$ cat config.mk
export PLATFORM = sky130hd
export DESIGN_NAME = crc_codeword_checker_top
export DESIGN_NICKNAME = d
export VERILOG_FILES = /design/src/design/ccc_pkg.sv /design/src/design/crc_codeword_checker_top.sv /design/src/design/ccc_regs.sv /design/src/design/ccc_front.sv /design/src/design/ccc_queue.sv /design/src/design/ccc_back.sv
export VERILOG_INCLUDE_DIRS = /design/src /design/src/design
export SDC_FILE = /design/constraint.sdc
export NUM_CORES = 1
export LEC_CHECK = 0
export BUFFER_PORTS_ARGS = -buffer_cell sky130_fd_sc_hd__buf_2
export CAP_MARGIN = 20
export CORE_MARGIN = 2
export CORE_UTILIZATION = 40
export DETAILED_ROUTE_END_ITERATION = 10
export PLACE_DENSITY_LB_ADDON = 0.08
export SLEW_MARGIN = 40
export SYNTH_ARGS = -nofsm -noshare
export SYNTH_HDL_FRONTEND = slang
export SYNTH_SLANG_ARGS = --single-unit
$ cat constraint.sdc
create_clock -name clk -period 68 [get_ports clk]
set_clock_uncertainty 0.15 [all_clocks]
set_input_delay 13.6 -clock clk [delete_from_list [all_inputs] [get_ports clk]]
set_output_delay 13.6 -clock clk [all_outputs]
set_load 0.05 [all_outputs]
$ cat src/design/crc_codeword_checker_top_defines.svh
// Assertion helpers shared by the checker modules.
// Each expects clk and rst (active high) in scope.
`ifndef CRC_CODEWORD_CHECKER_TOP_DEFINES_SVH
`define CRC_CODEWORD_CHECKER_TOP_DEFINES_SVH

// Same-cycle implication.
`define CCC_CHECK(lbl, ante, cons, msg) \
  lbl: assert property (@(posedge clk) disable iff (rst) (ante) |-> (cons)) else $error(msg);

// Next-cycle implication.
`define CCC_CHECK_NEXT(lbl, ante, cons, msg) \
  lbl: assert property (@(posedge clk) disable iff (rst) (ante) |=> (cons)) else $error(msg);

`endif

$ cat src/design/ccc_pkg.sv
`default_nettype none
package ccc_pkg;

  // register indexes on the configuration port
  localparam logic [1:0] REG_GEN_BITS  = 2'd0;
  localparam logic [1:0] REG_GEN_LEN   = 2'd1;
  localparam logic [1:0] REG_DW_EIGHT  = 2'd2;

  // register reset values
  localparam logic [8:0] GEN_BITS_RST  = 9'd11;
  localparam logic [3:0] GEN_LEN_RST   = 4'd4;
  localparam logic       DW_EIGHT_RST  = 1'b0;

  // result kinds
  localparam logic KIND_DATA = 1'b0;
  localparam logic KIND_SUM  = 1'b1;

  // front-to-back queue
  localparam int QUEUE_DEPTH = 2;
  localparam int QPTR_W      = $clog2(QUEUE_DEPTH);

  localparam logic [3:0] FULL_BYTE_BITS = 4'd8;

  typedef struct packed {
    logic [8:0] gen_bits;
    logic [3:0] gen_len;
    logic       dw_eight;
  } ccc_cfg_t;

  // all results caused by one input byte
  typedef struct packed {
    logic        has_data;
    logic [7:0]  data_byte;
    logic        has_tail;
    logic [7:0]  tail_byte;
    logic [3:0]  tail_bits;
    logic        has_sum;
    logic [31:0] codeword_total;
    logic [31:0] error_total;
  } ccc_entry_t;

endpackage
`default_nettype wire

$ cat src/design/crc_codeword_checker_top.sv
// Channel  | Dir | Signals                         | Contents
// s        | in  | s_tvalid/s_tready/s_tdata/tlast | coded byte, last byte of stream
// m        | out | m_tvalid/m_tready/m_tdata/tuser | result, kind, last result of byte
// apb      | cfg | psel/penable/pwrite/paddr/...   | generator bits, length, dataword
//
// One input byte per cycle while the queue is not full: all eight division steps
// of a byte run in the front in the cycle the byte is taken. Results leave the back
// at one per cycle while m_tready is high; a byte's k results (0 to 3) hold its
// queue slot until the last is taken. A two-entry queue between front and back
// lets input and output stall independently. Reset is synchronous and active high;
// it loads register defaults and clears the stream state, as does each last byte.
`default_nettype none
module crc_codeword_checker_top #(
  parameter int MAX_GEN_LEN = 9,
  parameter int COUNT_WIDTH = 32
) (
  input  wire logic        clk,
  input  wire logic        rst,
  // stream in, tdata: in_byte[7:0]
  input  wire logic        s_tvalid,
  output logic             s_tready,
  input  wire logic [7:0]  s_tdata,
  input  wire logic        s_tlast,
  // stream out, tdata: data_byte[7:0], data_bits[11:8], codeword_total[43:12],
  // error_total[75:44], zero[79:76]
  output logic             m_tvalid,
  input  wire logic        m_tready,
  output logic [79:0]      m_tdata,
  // tuser: kind[0]
  output logic             m_tuser,
  output logic             m_tlast,
  // configuration
  input  wire logic        psel,
  input  wire logic        penable,
  input  wire logic        pwrite,
  input  wire logic [3:0]  paddr,
  input  wire logic [31:0] pwdata,
  output logic      [31:0] prdata,
  output logic             pready
);
  import ccc_pkg::*;

  ccc_cfg_t   cfg;
  ccc_entry_t push_entry, head;
  logic       push, pop, q_valid, q_full;

  ccc_regs u_regs (
    .clk     (clk),
    .rst     (rst),
    .psel    (psel),
    .penable (penable),
    .pwrite  (pwrite),
    .paddr   (paddr),
    .pwdata  (pwdata),
    .prdata  (prdata),
    .pready  (pready),
    .cfg     (cfg)
  );

  ccc_front #(
    .MAX_GEN_LEN (MAX_GEN_LEN),
    .COUNT_WIDTH (COUNT_WIDTH)
  ) u_front (
    .clk        (clk),
    .rst        (rst),
    .cfg        (cfg),
    .s_tvalid   (s_tvalid),
    .s_tready   (s_tready),
    .s_tdata    (s_tdata),
    .s_tlast    (s_tlast),
    .q_full     (q_full),
    .push       (push),
    .push_entry (push_entry)
  );

  ccc_queue u_queue (
    .clk        (clk),
    .rst        (rst),
    .push       (push),
    .push_entry (push_entry),
    .pop        (pop),
    .head       (head),
    .valid      (q_valid),
    .full       (q_full)
  );

  ccc_back u_back (
    .clk      (clk),
    .rst      (rst),
    .head     (head),
    .q_valid  (q_valid),
    .pop      (pop),
    .m_tvalid (m_tvalid),
    .m_tready (m_tready),
    .m_tdata  (m_tdata),
    .m_tuser  (m_tuser),
    .m_tlast  (m_tlast)
  );

endmodule
`default_nettype wire

$ cat src/design/ccc_regs.sv
`default_nettype none
module ccc_regs (
  input  wire logic              clk,
  input  wire logic              rst,
  input  wire logic              psel,
  input  wire logic              penable,
  input  wire logic              pwrite,
  input  wire logic [3:0]        paddr,
  input  wire logic [31:0]       pwdata,
  output logic      [31:0]       prdata,
  output logic                   pready,
  output ccc_pkg::ccc_cfg_t      cfg
);
  import ccc_pkg::*;

  logic wr_en;

  assign pready = 1'b1;
  assign wr_en  = psel & penable & pwrite & pready;

  // write the addressed register
  always_ff @(posedge clk) begin
    if (rst) begin
      cfg.gen_bits <= GEN_BITS_RST;
      cfg.gen_len  <= GEN_LEN_RST;
      cfg.dw_eight <= DW_EIGHT_RST;
    end else if (wr_en) begin
      case (paddr[3:2])
        REG_GEN_BITS: cfg.gen_bits <= pwdata[8:0];
        REG_GEN_LEN:  cfg.gen_len  <= pwdata[3:0];
        REG_DW_EIGHT: cfg.dw_eight <= pwdata[0];
        default: ;
      endcase
    end
  end

  // return the addressed register
  always_comb begin
    case (paddr[3:2])
      REG_GEN_BITS: prdata = {23'd0, cfg.gen_bits};
      REG_GEN_LEN:  prdata = {28'd0, cfg.gen_len};
      REG_DW_EIGHT: prdata = {31'd0, cfg.dw_eight};
      default:      prdata = 32'd0;
    endcase
  end

endmodule
`default_nettype wire

$ cat src/design/ccc_front.sv
`default_nettype none
`include "crc_codeword_checker_top_defines.svh"
module ccc_front #(
  parameter int MAX_GEN_LEN = 9,
  parameter int COUNT_WIDTH = 32
) (
  input  wire logic               clk,
  input  wire logic               rst,
  input  wire ccc_pkg::ccc_cfg_t  cfg,
  input  wire logic               s_tvalid,
  output logic                    s_tready,
  input  wire logic [7:0]         s_tdata,
  input  wire logic               s_tlast,
  input  wire logic               q_full,
  output logic                    push,
  output ccc_pkg::ccc_entry_t     push_entry
);
  import ccc_pkg::*;

  localparam int GW  = (MAX_GEN_LEN > 9) ? MAX_GEN_LEN : 9;
  localparam int RW  = MAX_GEN_LEN - 1;
  localparam int PW  = $clog2(8 + MAX_GEN_LEN);
  localparam int GLW = ($clog2(MAX_GEN_LEN + 1) > 4) ? $clog2(MAX_GEN_LEN + 1) : 4;
  localparam logic [COUNT_WIDTH-1:0] COUNT_MAX = {COUNT_WIDTH{1'b1}};

  // stream state
  logic                   header_done, header_done_next;
  logic [7:0]             padding_left, padding_left_next;
  logic [PW-1:0]          codeword_bit_pos, codeword_bit_pos_next;
  logic [RW-1:0]          remainder_reg, remainder_reg_next;
  logic [7:0]             data_hold, data_hold_next;
  logic [7:0]             out_accum, out_accum_next;
  logic [3:0]             out_fill, out_fill_next;
  logic [COUNT_WIDTH-1:0] codeword_count, codeword_count_next;
  logic [COUNT_WIDTH-1:0] error_count, error_count_next;

  logic                   accept;
  logic [GLW-1:0]         len_w, g;
  logic [3:0]             dw;
  logic [PW-1:0]          cw;
  logic [GW-1:0]          gen_wide, lead_mask;
  logic [RW-1:0]          rmask;
  logic [1:0]             n_cw, n_err;
  logic                   emit;
  logic [7:0]             emit_byte;
  logic [COUNT_WIDTH:0]   cw_sum, err_sum;

  assign s_tready = !q_full;
  assign accept   = s_tvalid & s_tready;

  // effective generator length and codeword size
  always_comb begin
    len_w = GLW'(cfg.gen_len);
    if (len_w < GLW'(2))
      g = GLW'(2);
    else if (len_w > GLW'(MAX_GEN_LEN))
      g = GLW'(MAX_GEN_LEN);
    else
      g = len_w;
    dw        = cfg.dw_eight ? 4'd8 : 4'd4;
    cw        = PW'(dw) + PW'(g) - PW'(1);
    gen_wide  = GW'(cfg.gen_bits);
    lead_mask = GW'(1) << (g - GLW'(1));
    rmask     = RW'(lead_mask - GW'(1));
  end

  // run the eight bit steps of one byte
  always_comb begin
    logic [GW-1:0] rfull;
    logic [7:0]    pad;
    logic [PW-1:0] pos;
    logic [RW-1:0] rem;
    logic [7:0]    hold;
    logic [7:0]    acc;
    logic [3:0]    fill;
    pad       = padding_left;
    pos       = codeword_bit_pos;
    rem       = remainder_reg;
    hold      = data_hold;
    acc       = out_accum;
    fill      = out_fill;
    n_cw      = 2'd0;
    n_err     = 2'd0;
    emit      = 1'b0;
    emit_byte = 8'd0;
    rfull     = '0;
    for (int i = 7; i >= 0; i--) begin
      if (pad != 8'd0) begin
        pad = pad - 8'd1;
      end else begin
        if (pos < PW'(dw))
          hold = {hold[6:0], s_tdata[i]};
        rfull = (GW'(rem) << 1) | GW'(s_tdata[i]);
        if ((rfull & lead_mask) != '0)
          rfull = rfull ^ gen_wide;
        rem = RW'(rfull) & rmask;
        pos = pos + PW'(1);
        if (pos >= cw) begin
          n_cw = n_cw + 2'd1;
          if (rem != '0)
            n_err = n_err + 2'd1;
          // pack the dataword; fill is always zero or one nibble
          if (cfg.dw_eight) begin
            emit = 1'b1;
            if (fill == 4'd0) begin
              emit_byte = hold;
              acc       = 8'd0;
            end else begin
              emit_byte = {acc[3:0], hold[7:4]};
              acc       = {4'd0, hold[3:0]};
            end
          end else begin
            if (fill == 4'd0) begin
              acc  = {4'd0, hold[3:0]};
              fill = 4'd4;
            end else begin
              emit      = 1'b1;
              emit_byte = {acc[3:0], hold[3:0]};
              acc       = 8'd0;
              fill      = 4'd0;
            end
          end
          pos  = '0;
          rem  = '0;
          hold = 8'd0;
        end
      end
    end

    cw_sum  = {1'b0, codeword_count} + (COUNT_WIDTH+1)'(n_cw);
    err_sum = {1'b0, error_count} + (COUNT_WIDTH+1)'(n_err);

    header_done_next      = header_done;
    padding_left_next     = padding_left;
    codeword_bit_pos_next = codeword_bit_pos;
    remainder_reg_next    = remainder_reg;
    data_hold_next        = data_hold;
    out_accum_next        = out_accum;
    out_fill_next         = out_fill;
    codeword_count_next   = codeword_count;
    error_count_next      = error_count;

    if (!header_done) begin
      header_done_next  = 1'b1;
      padding_left_next = s_tdata;
    end else begin
      padding_left_next     = pad;
      codeword_bit_pos_next = pos;
      remainder_reg_next    = rem;
      data_hold_next        = hold;
      out_accum_next        = acc;
      out_fill_next         = fill;
      codeword_count_next   = cw_sum[COUNT_WIDTH] ? COUNT_MAX : cw_sum[COUNT_WIDTH-1:0];
      error_count_next      = err_sum[COUNT_WIDTH] ? COUNT_MAX : err_sum[COUNT_WIDTH-1:0];
    end
  end

  // build the queue entry for this byte
  always_comb begin
    push_entry.has_data       = header_done & emit;
    push_entry.data_byte      = emit_byte;
    push_entry.has_tail       = s_tlast & (out_fill_next != 4'd0);
    push_entry.tail_byte      = out_accum_next;
    push_entry.tail_bits      = out_fill_next;
    push_entry.has_sum        = s_tlast;
    push_entry.codeword_total = 32'(codeword_count_next);
    push_entry.error_total    = 32'(error_count_next);
    push = accept & (push_entry.has_data | s_tlast);
  end

  // advance the stream state; clear it after the last byte
  always_ff @(posedge clk) begin
    if (rst || (accept && s_tlast)) begin
      header_done      <= 1'b0;
      padding_left     <= 8'd0;
      codeword_bit_pos <= '0;
      remainder_reg    <= '0;
      data_hold        <= 8'd0;
      out_accum        <= 8'd0;
      out_fill         <= 4'd0;
      codeword_count   <= '0;
      error_count      <= '0;
    end else if (accept) begin
      header_done      <= header_done_next;
      padding_left     <= padding_left_next;
      codeword_bit_pos <= codeword_bit_pos_next;
      remainder_reg    <= remainder_reg_next;
      data_hold        <= data_hold_next;
      out_accum        <= out_accum_next;
      out_fill         <= out_fill_next;
      codeword_count   <= codeword_count_next;
      error_count      <= error_count_next;
    end
  end

  `CCC_CHECK(a_fill_nibble, 1'b1, out_fill == 4'd0 || out_fill == 4'd4, "out_fill off nibble")
  `CCC_CHECK_NEXT(a_restart, accept && s_tlast, !header_done && out_fill == 4'd0, "no restart")

endmodule
`default_nettype wire

$ cat src/design/ccc_queue.sv
`default_nettype none
`include "crc_codeword_checker_top_defines.svh"
module ccc_queue (
  input  wire logic                 clk,
  input  wire logic                 rst,
  input  wire logic                 push,
  input  wire ccc_pkg::ccc_entry_t  push_entry,
  input  wire logic                 pop,
  output ccc_pkg::ccc_entry_t       head,
  output logic                      valid,
  output logic                      full
);
  import ccc_pkg::*;

  localparam int CNT_W = $clog2(QUEUE_DEPTH + 1);

  ccc_entry_t         slots [QUEUE_DEPTH];
  logic [QPTR_W-1:0]  wr_ptr, rd_ptr;
  logic [CNT_W-1:0]   count;

  assign valid = count != '0;
  assign full  = count == CNT_W'(QUEUE_DEPTH);
  assign head  = slots[rd_ptr];

  // store pushed entries
  always_ff @(posedge clk) begin
    if (push)
      slots[wr_ptr] <= push_entry;
  end

  // advance pointers and occupancy
  always_ff @(posedge clk) begin
    if (rst) begin
      wr_ptr <= '0;
      rd_ptr <= '0;
      count  <= '0;
    end else begin
      if (push)
        wr_ptr <= (wr_ptr == QPTR_W'(QUEUE_DEPTH - 1)) ? '0 : wr_ptr + QPTR_W'(1);
      if (pop)
        rd_ptr <= (rd_ptr == QPTR_W'(QUEUE_DEPTH - 1)) ? '0 : rd_ptr + QPTR_W'(1);
      if (push && !pop)
        count <= count + CNT_W'(1);
      else if (pop && !push)
        count <= count - CNT_W'(1);
    end
  end

  `CCC_CHECK(a_no_overflow, push, !full, "push into full queue")
  `CCC_CHECK(a_no_underflow, pop, valid, "pop from empty queue")

endmodule
`default_nettype wire

$ cat src/design/ccc_back.sv
`default_nettype none
`include "crc_codeword_checker_top_defines.svh"
module ccc_back (
  input  wire logic                 clk,
  input  wire logic                 rst,
  input  wire ccc_pkg::ccc_entry_t  head,
  input  wire logic                 q_valid,
  output logic                      pop,
  output logic                      m_tvalid,
  input  wire logic                 m_tready,
  output logic [79:0]               m_tdata,
  output logic                      m_tuser,
  output logic                      m_tlast
);
  import ccc_pkg::*;

  logic       done_data, done_tail;
  logic       sel_data, sel_tail, sel_sum;
  logic       xfer;
  logic [7:0] out_byte;
  logic [3:0] out_bits;

  // pick the next result of the head entry
  always_comb begin
    sel_data = head.has_data & !done_data;
    sel_tail = !sel_data & head.has_tail & !done_tail;
    sel_sum  = !sel_data & !sel_tail;
    if (sel_data) begin
      out_byte = head.data_byte;
      out_bits = FULL_BYTE_BITS;
      m_tlast  = !(head.has_tail | head.has_sum);
    end else if (sel_tail) begin
      out_byte = head.tail_byte;
      out_bits = head.tail_bits;
      m_tlast  = !head.has_sum;
    end else begin
      out_byte = 8'd0;
      out_bits = 4'd0;
      m_tlast  = 1'b1;
    end
  end

  assign m_tvalid = q_valid;
  assign m_tuser  = sel_sum ? KIND_SUM : KIND_DATA;
  assign m_tdata  = {4'd0,
                     sel_sum ? head.error_total : 32'd0,
                     sel_sum ? head.codeword_total : 32'd0,
                     out_bits, out_byte};
  assign xfer     = m_tvalid & m_tready;
  assign pop      = xfer & m_tlast;

  // mark delivered results; drop the entry after its last one
  always_ff @(posedge clk) begin
    if (rst || pop) begin
      done_data <= 1'b0;
      done_tail <= 1'b0;
    end else if (xfer) begin
      if (sel_data)
        done_data <= 1'b1;
      if (sel_tail)
        done_tail <= 1'b1;
    end
  end

  `CCC_CHECK(a_sum_last, m_tvalid && m_tuser == KIND_SUM, m_tlast, "summary not last")
  `CCC_CHECK_NEXT(a_entry_held, xfer && !m_tlast, m_tvalid, "entry lost mid-run")

endmodule
`default_nettype wire
==> impl_metrics.csv <==
group,metric,value,unit
global_routing,grt_use_total,29.79,%
critical_path,timing.reg2reg.setup_slack,43.10,ns
floorplan,die-area,0.06993,mm^2
sta,fin_crit_sh,41.39,%
floorplan,io_pins,169,
clock_tree,cts_buffers,36,
finish,final_common_cell,"sky130_fd_sc_hd__nor2_1",
floorplan,placementRows,95,
finish,largest_reg_by_ff_count,"u_queue.slots",
global_routing,first_global_vias,25879,
critical_path,ff2ff_path_depth,91,
route,route.detailed.drc,0,
clock_tree,numClockSinks,301,
yosys,synthesis.yosys.warnings,0,
hold_path,hold_path.class,"flop to flop",
route,wl_met1,46.45,mm
clock_tree,post-cts-setup-buffer-count,0,
critical_path,crit_path_cell_trace,"buf_2 > mux2i_1 > o21ai_0 > buf_2",
critical_path,kind_of_critical_path,"input port to output pin",
route,via_per_inst,6.343,
sta,fin_crit,28.14,ns
sta,fmaxAchievable,0.03553,GHz
yosys,syn-instance-count,3445,
floorplan,core-area,0.06716,mm^2
hold_path,min_path_cells,1,
placed_design,routabilityCongestion,1.006,
sta,slew_headroom,37.82,%
route,met2WireLength,47.91,mm
clock_tree,clock_transition_time_at_the_flip_flop_clock_pins_of_the_worst_setup_and_hold_paths,0.06,ns
finish,largest_register_ff_count,174,
critical_path,critical_path_peak_fanout,14,
global_routing,first_pass_grt_wire_length,160.8,mm
route,drt-total-wl,107.8,mm
finish,layout.cells.most_common_list,"sky130_fd_sc_hd__nor2_1 (452), sky130_fd_sc_hd__nand2_1 (392), sky130_fd_sc_hd__a21oi_1 (184)",
finish,insertedDiodeCount,0,
finish,post_route_cells_drive_above_1_share,10.99,%
yosys,synth_area,0.02713,mm^2
critical_path,critical_path.reg2reg.startpoint,"u_regs.cfg[3]$_SDFFE_PP1P_",
clock_tree,cts-resized-gates,0,
route,met3RoutedLength,8.355,mm
route,top_layer_used,"met5",
yosys,synth_flop_cell,"sky130_fd_sc_hd__edfxtp_1",
clock_tree,clock_latency,0.57,ns
placed_design,port_buffers,115,
clock_tree,clock_path_buffers,3,
sta,rsz0062_at_grt,"no",
critical_path,worstSetupEndpointType,"output pin",
global_routing,grt_remaining_overflow,0,
route,num_vias,27592,
yosys,synth_enable_flop_cells,174,
clock_tree,cts_max_level,2,
run,maxCapViolCount,0,
critical_path,cp_slowest_cell,"sky130_fd_sc_hd__buf_2",
sta,maxSlewViolCount,0,
clock_tree,cts_tree,"yes",
route,initialDrtViolationCount,3013,
hold_path,hp-start,"u_front.out_accum[5]$_SDFFE_PP0P_",
yosys,postSynthAreaPerCell,7.876,um^2
yosys,synth_seq_cells,301,
critical_path,worst_setup_path_start_kind,"input port",
clock_tree,cts_root_buf,"sky130_fd_sc_hd__clkbuf_16",
sta,worstMarginPinSlew,0.9255,ns
route,drtPass1Iterations,9,
global_routing,grt_start_max_net_pins,87,
yosys,async_flop_share,0,%
yosys,synthDistinctLibCells,120,
critical_path,path_common_cell,"sky130_fd_sc_hd__buf_2",
floorplan,floorplan.initialDensity,40.40,%
critical_path,crit-reg2reg-capture,"u_front.error_count[4]$_SDFFE_PP0P_",
yosys,ys_seq_area_share,28.63,%
sta,finalHoldViolCount,0,
floorplan,die_width,264.5,um
run_status,outcome,"complete, no violations",
route,route.detailed.wl_per_inst,24.79,um
floorplan,die_height,264.5,um
sta,finalSetupViolations,0,
finish,largest_registers_in_the_final_layout,"u_queue.slots (174), u_front.codeword_count (32), u_front.error_count (32)",
critical_path,max_stage_delay,0.29,ns
route,antenna_left,0,
finish,num-nets-final,3578,
critical_path,cp_data_arrival_time,14.39,ns
hold_path,holdPathEnd,"u_front.out_accum[5]$_SDFFE_PP0P_",
finish,flow.area_growth_from_synthesis,9.186,%
placed_design,sum_of_net_half_perimeters_after_detailed_placement,78.54,mm
clock_tree,hold_buffers,0,
critical_path,required,54.25,ns
sta,setup_tns,0,ns
global_routing,grt_antenna_before_repair,2,
[cell type report]
| class | count | area [um^2] |
|---|---|---|
| clock buffers | 49 | 969.7 |
| clock inverters | 17 | 132.6 |
| fillers | 6777 | 37530 |
| inverters | 77 | 291.5 |
| multi-input cells | 2848 | 18240 |
| flip-flops and latches | 301 | 7771 |
| well taps | 873 | 1092 |
| repair buffers | 185 | 1132 |
[synthesized netlist by cell type, types with 16 or more instances]
library cell	count	area, um^2
sky130_fd_sc_hd__a211o_1	18	157.7
sky130_fd_sc_hd__a211oi_1	64	480.5
sky130_fd_sc_hd__a21o_1	30	225.2
sky130_fd_sc_hd__a21oi_1	186	930.9
sky130_fd_sc_hd__a221oi_1	18	157.7
sky130_fd_sc_hd__a22o_1	23	201.4
sky130_fd_sc_hd__a22oi_1	50	375.4
sky130_fd_sc_hd__a311oi_1	21	183.9
sky130_fd_sc_hd__a31oi_1	33	206.5
sky130_fd_sc_hd__and2_1	53	331.6
sky130_fd_sc_hd__and3_1	38	237.7
sky130_fd_sc_hd__buf_1	22	82.58
sky130_fd_sc_hd__buf_2	20	100.1
sky130_fd_sc_hd__buf_4	34	255.2
sky130_fd_sc_hd__clkbuf_1	167	626.9
sky130_fd_sc_hd__dfxtp_1	127	2542
sky130_fd_sc_hd__edfxtp_1	174	5225
sky130_fd_sc_hd__ha_1	74	925.9
sky130_fd_sc_hd__inv_1	70	262.8
sky130_fd_sc_hd__mux2_2	31	349.1
sky130_fd_sc_hd__mux2i_1	161	1612
sky130_fd_sc_hd__nand2_1	395	1483
sky130_fd_sc_hd__nand2b_1	29	181.4
sky130_fd_sc_hd__nand3_1	105	525.5
sky130_fd_sc_hd__nand4_1	25	156.4
sky130_fd_sc_hd__nor2_1	454	1704
sky130_fd_sc_hd__nor2b_1	16	100.1
sky130_fd_sc_hd__nor3_1	143	715.7
sky130_fd_sc_hd__nor4_1	21	131.4
sky130_fd_sc_hd__o211ai_1	25	187.7
sky130_fd_sc_hd__o21ai_0	150	750.7
sky130_fd_sc_hd__o22ai_1	74	462.9
sky130_fd_sc_hd__o31ai_1	24	180.2
sky130_fd_sc_hd__or2_2	19	118.9
sky130_fd_sc_hd__or3_1	29	181.4
sky130_fd_sc_hd__xnor2_1	128	1121
sky130_fd_sc_hd__xor2_1	59	516.8
[per-layer routing]
layer / vias up / track usage (%)
li1: 12798 / -
met1: 13285 / 39.77
met2: 1227 / 47.88
met3: 280 / 4.598
met4: 2 / 12.68
met5: - / 0
[how the worst max path moves through the flow]
stage	slack, ns	end	cells past startpoint	startpoint
floorplan	39.11	prdata[0]	3	paddr[2]
global placement	39.25	u_front.error_count[4]$_SDFFE_PP0P_	41	s_tdata[7]
detailed placement	39.61	u_front.error_count[4]$_SDFFE_PP0P_	41	s_tdata[7]
CTS	39.85	prdata[0]	4	paddr[2]
global route	39.25	u_front.error_count[25]$_SDFFE_PP0P_	41	s_tdata[7]
finish	39.86	prdata[0]	4	paddr[2]
[critical path, delay by kind of cell]
family	cells	cell delay [ns]
AOI/OAI and AO/OA	1	0.16
buffers and inverters	2	0.53
muxes	1	0.11
[cell families (layout without fill, tap and decap cells)]
group	Yosys count	in the layout	share of synthesized area [%]
simple gates	1397	1397	23.79
compound gates	961	961	25.29
buf+inv	322	328	5.082
flops	301	301	28.63
mux	193	193	7.309
xor+xnor	188	188	6.096
fa+ha+maj	81	81	3.781
other cells	2	28	0.02768
[through the flow]
stage	hold slack, ns	area [um^2]	worst slack [ns]	instances	utilization (%)
after floorplan	0.2709	27230	39.11	3471	-
after global placement	0.2834	28420	39.25	4282	42.32
after detailed placement	0.2896	28510	39.61	4284	42.45
after CTS	0.3075	29610	39.85	4350	44.09
after global routing	0.3321	29630	39.25	4350	44.11
final	0.3024	29630	39.86	4350	44.11
Power is not shown: default switching activity piles up to over one toggle a cycle in this logic, so the estimate is an artifact.
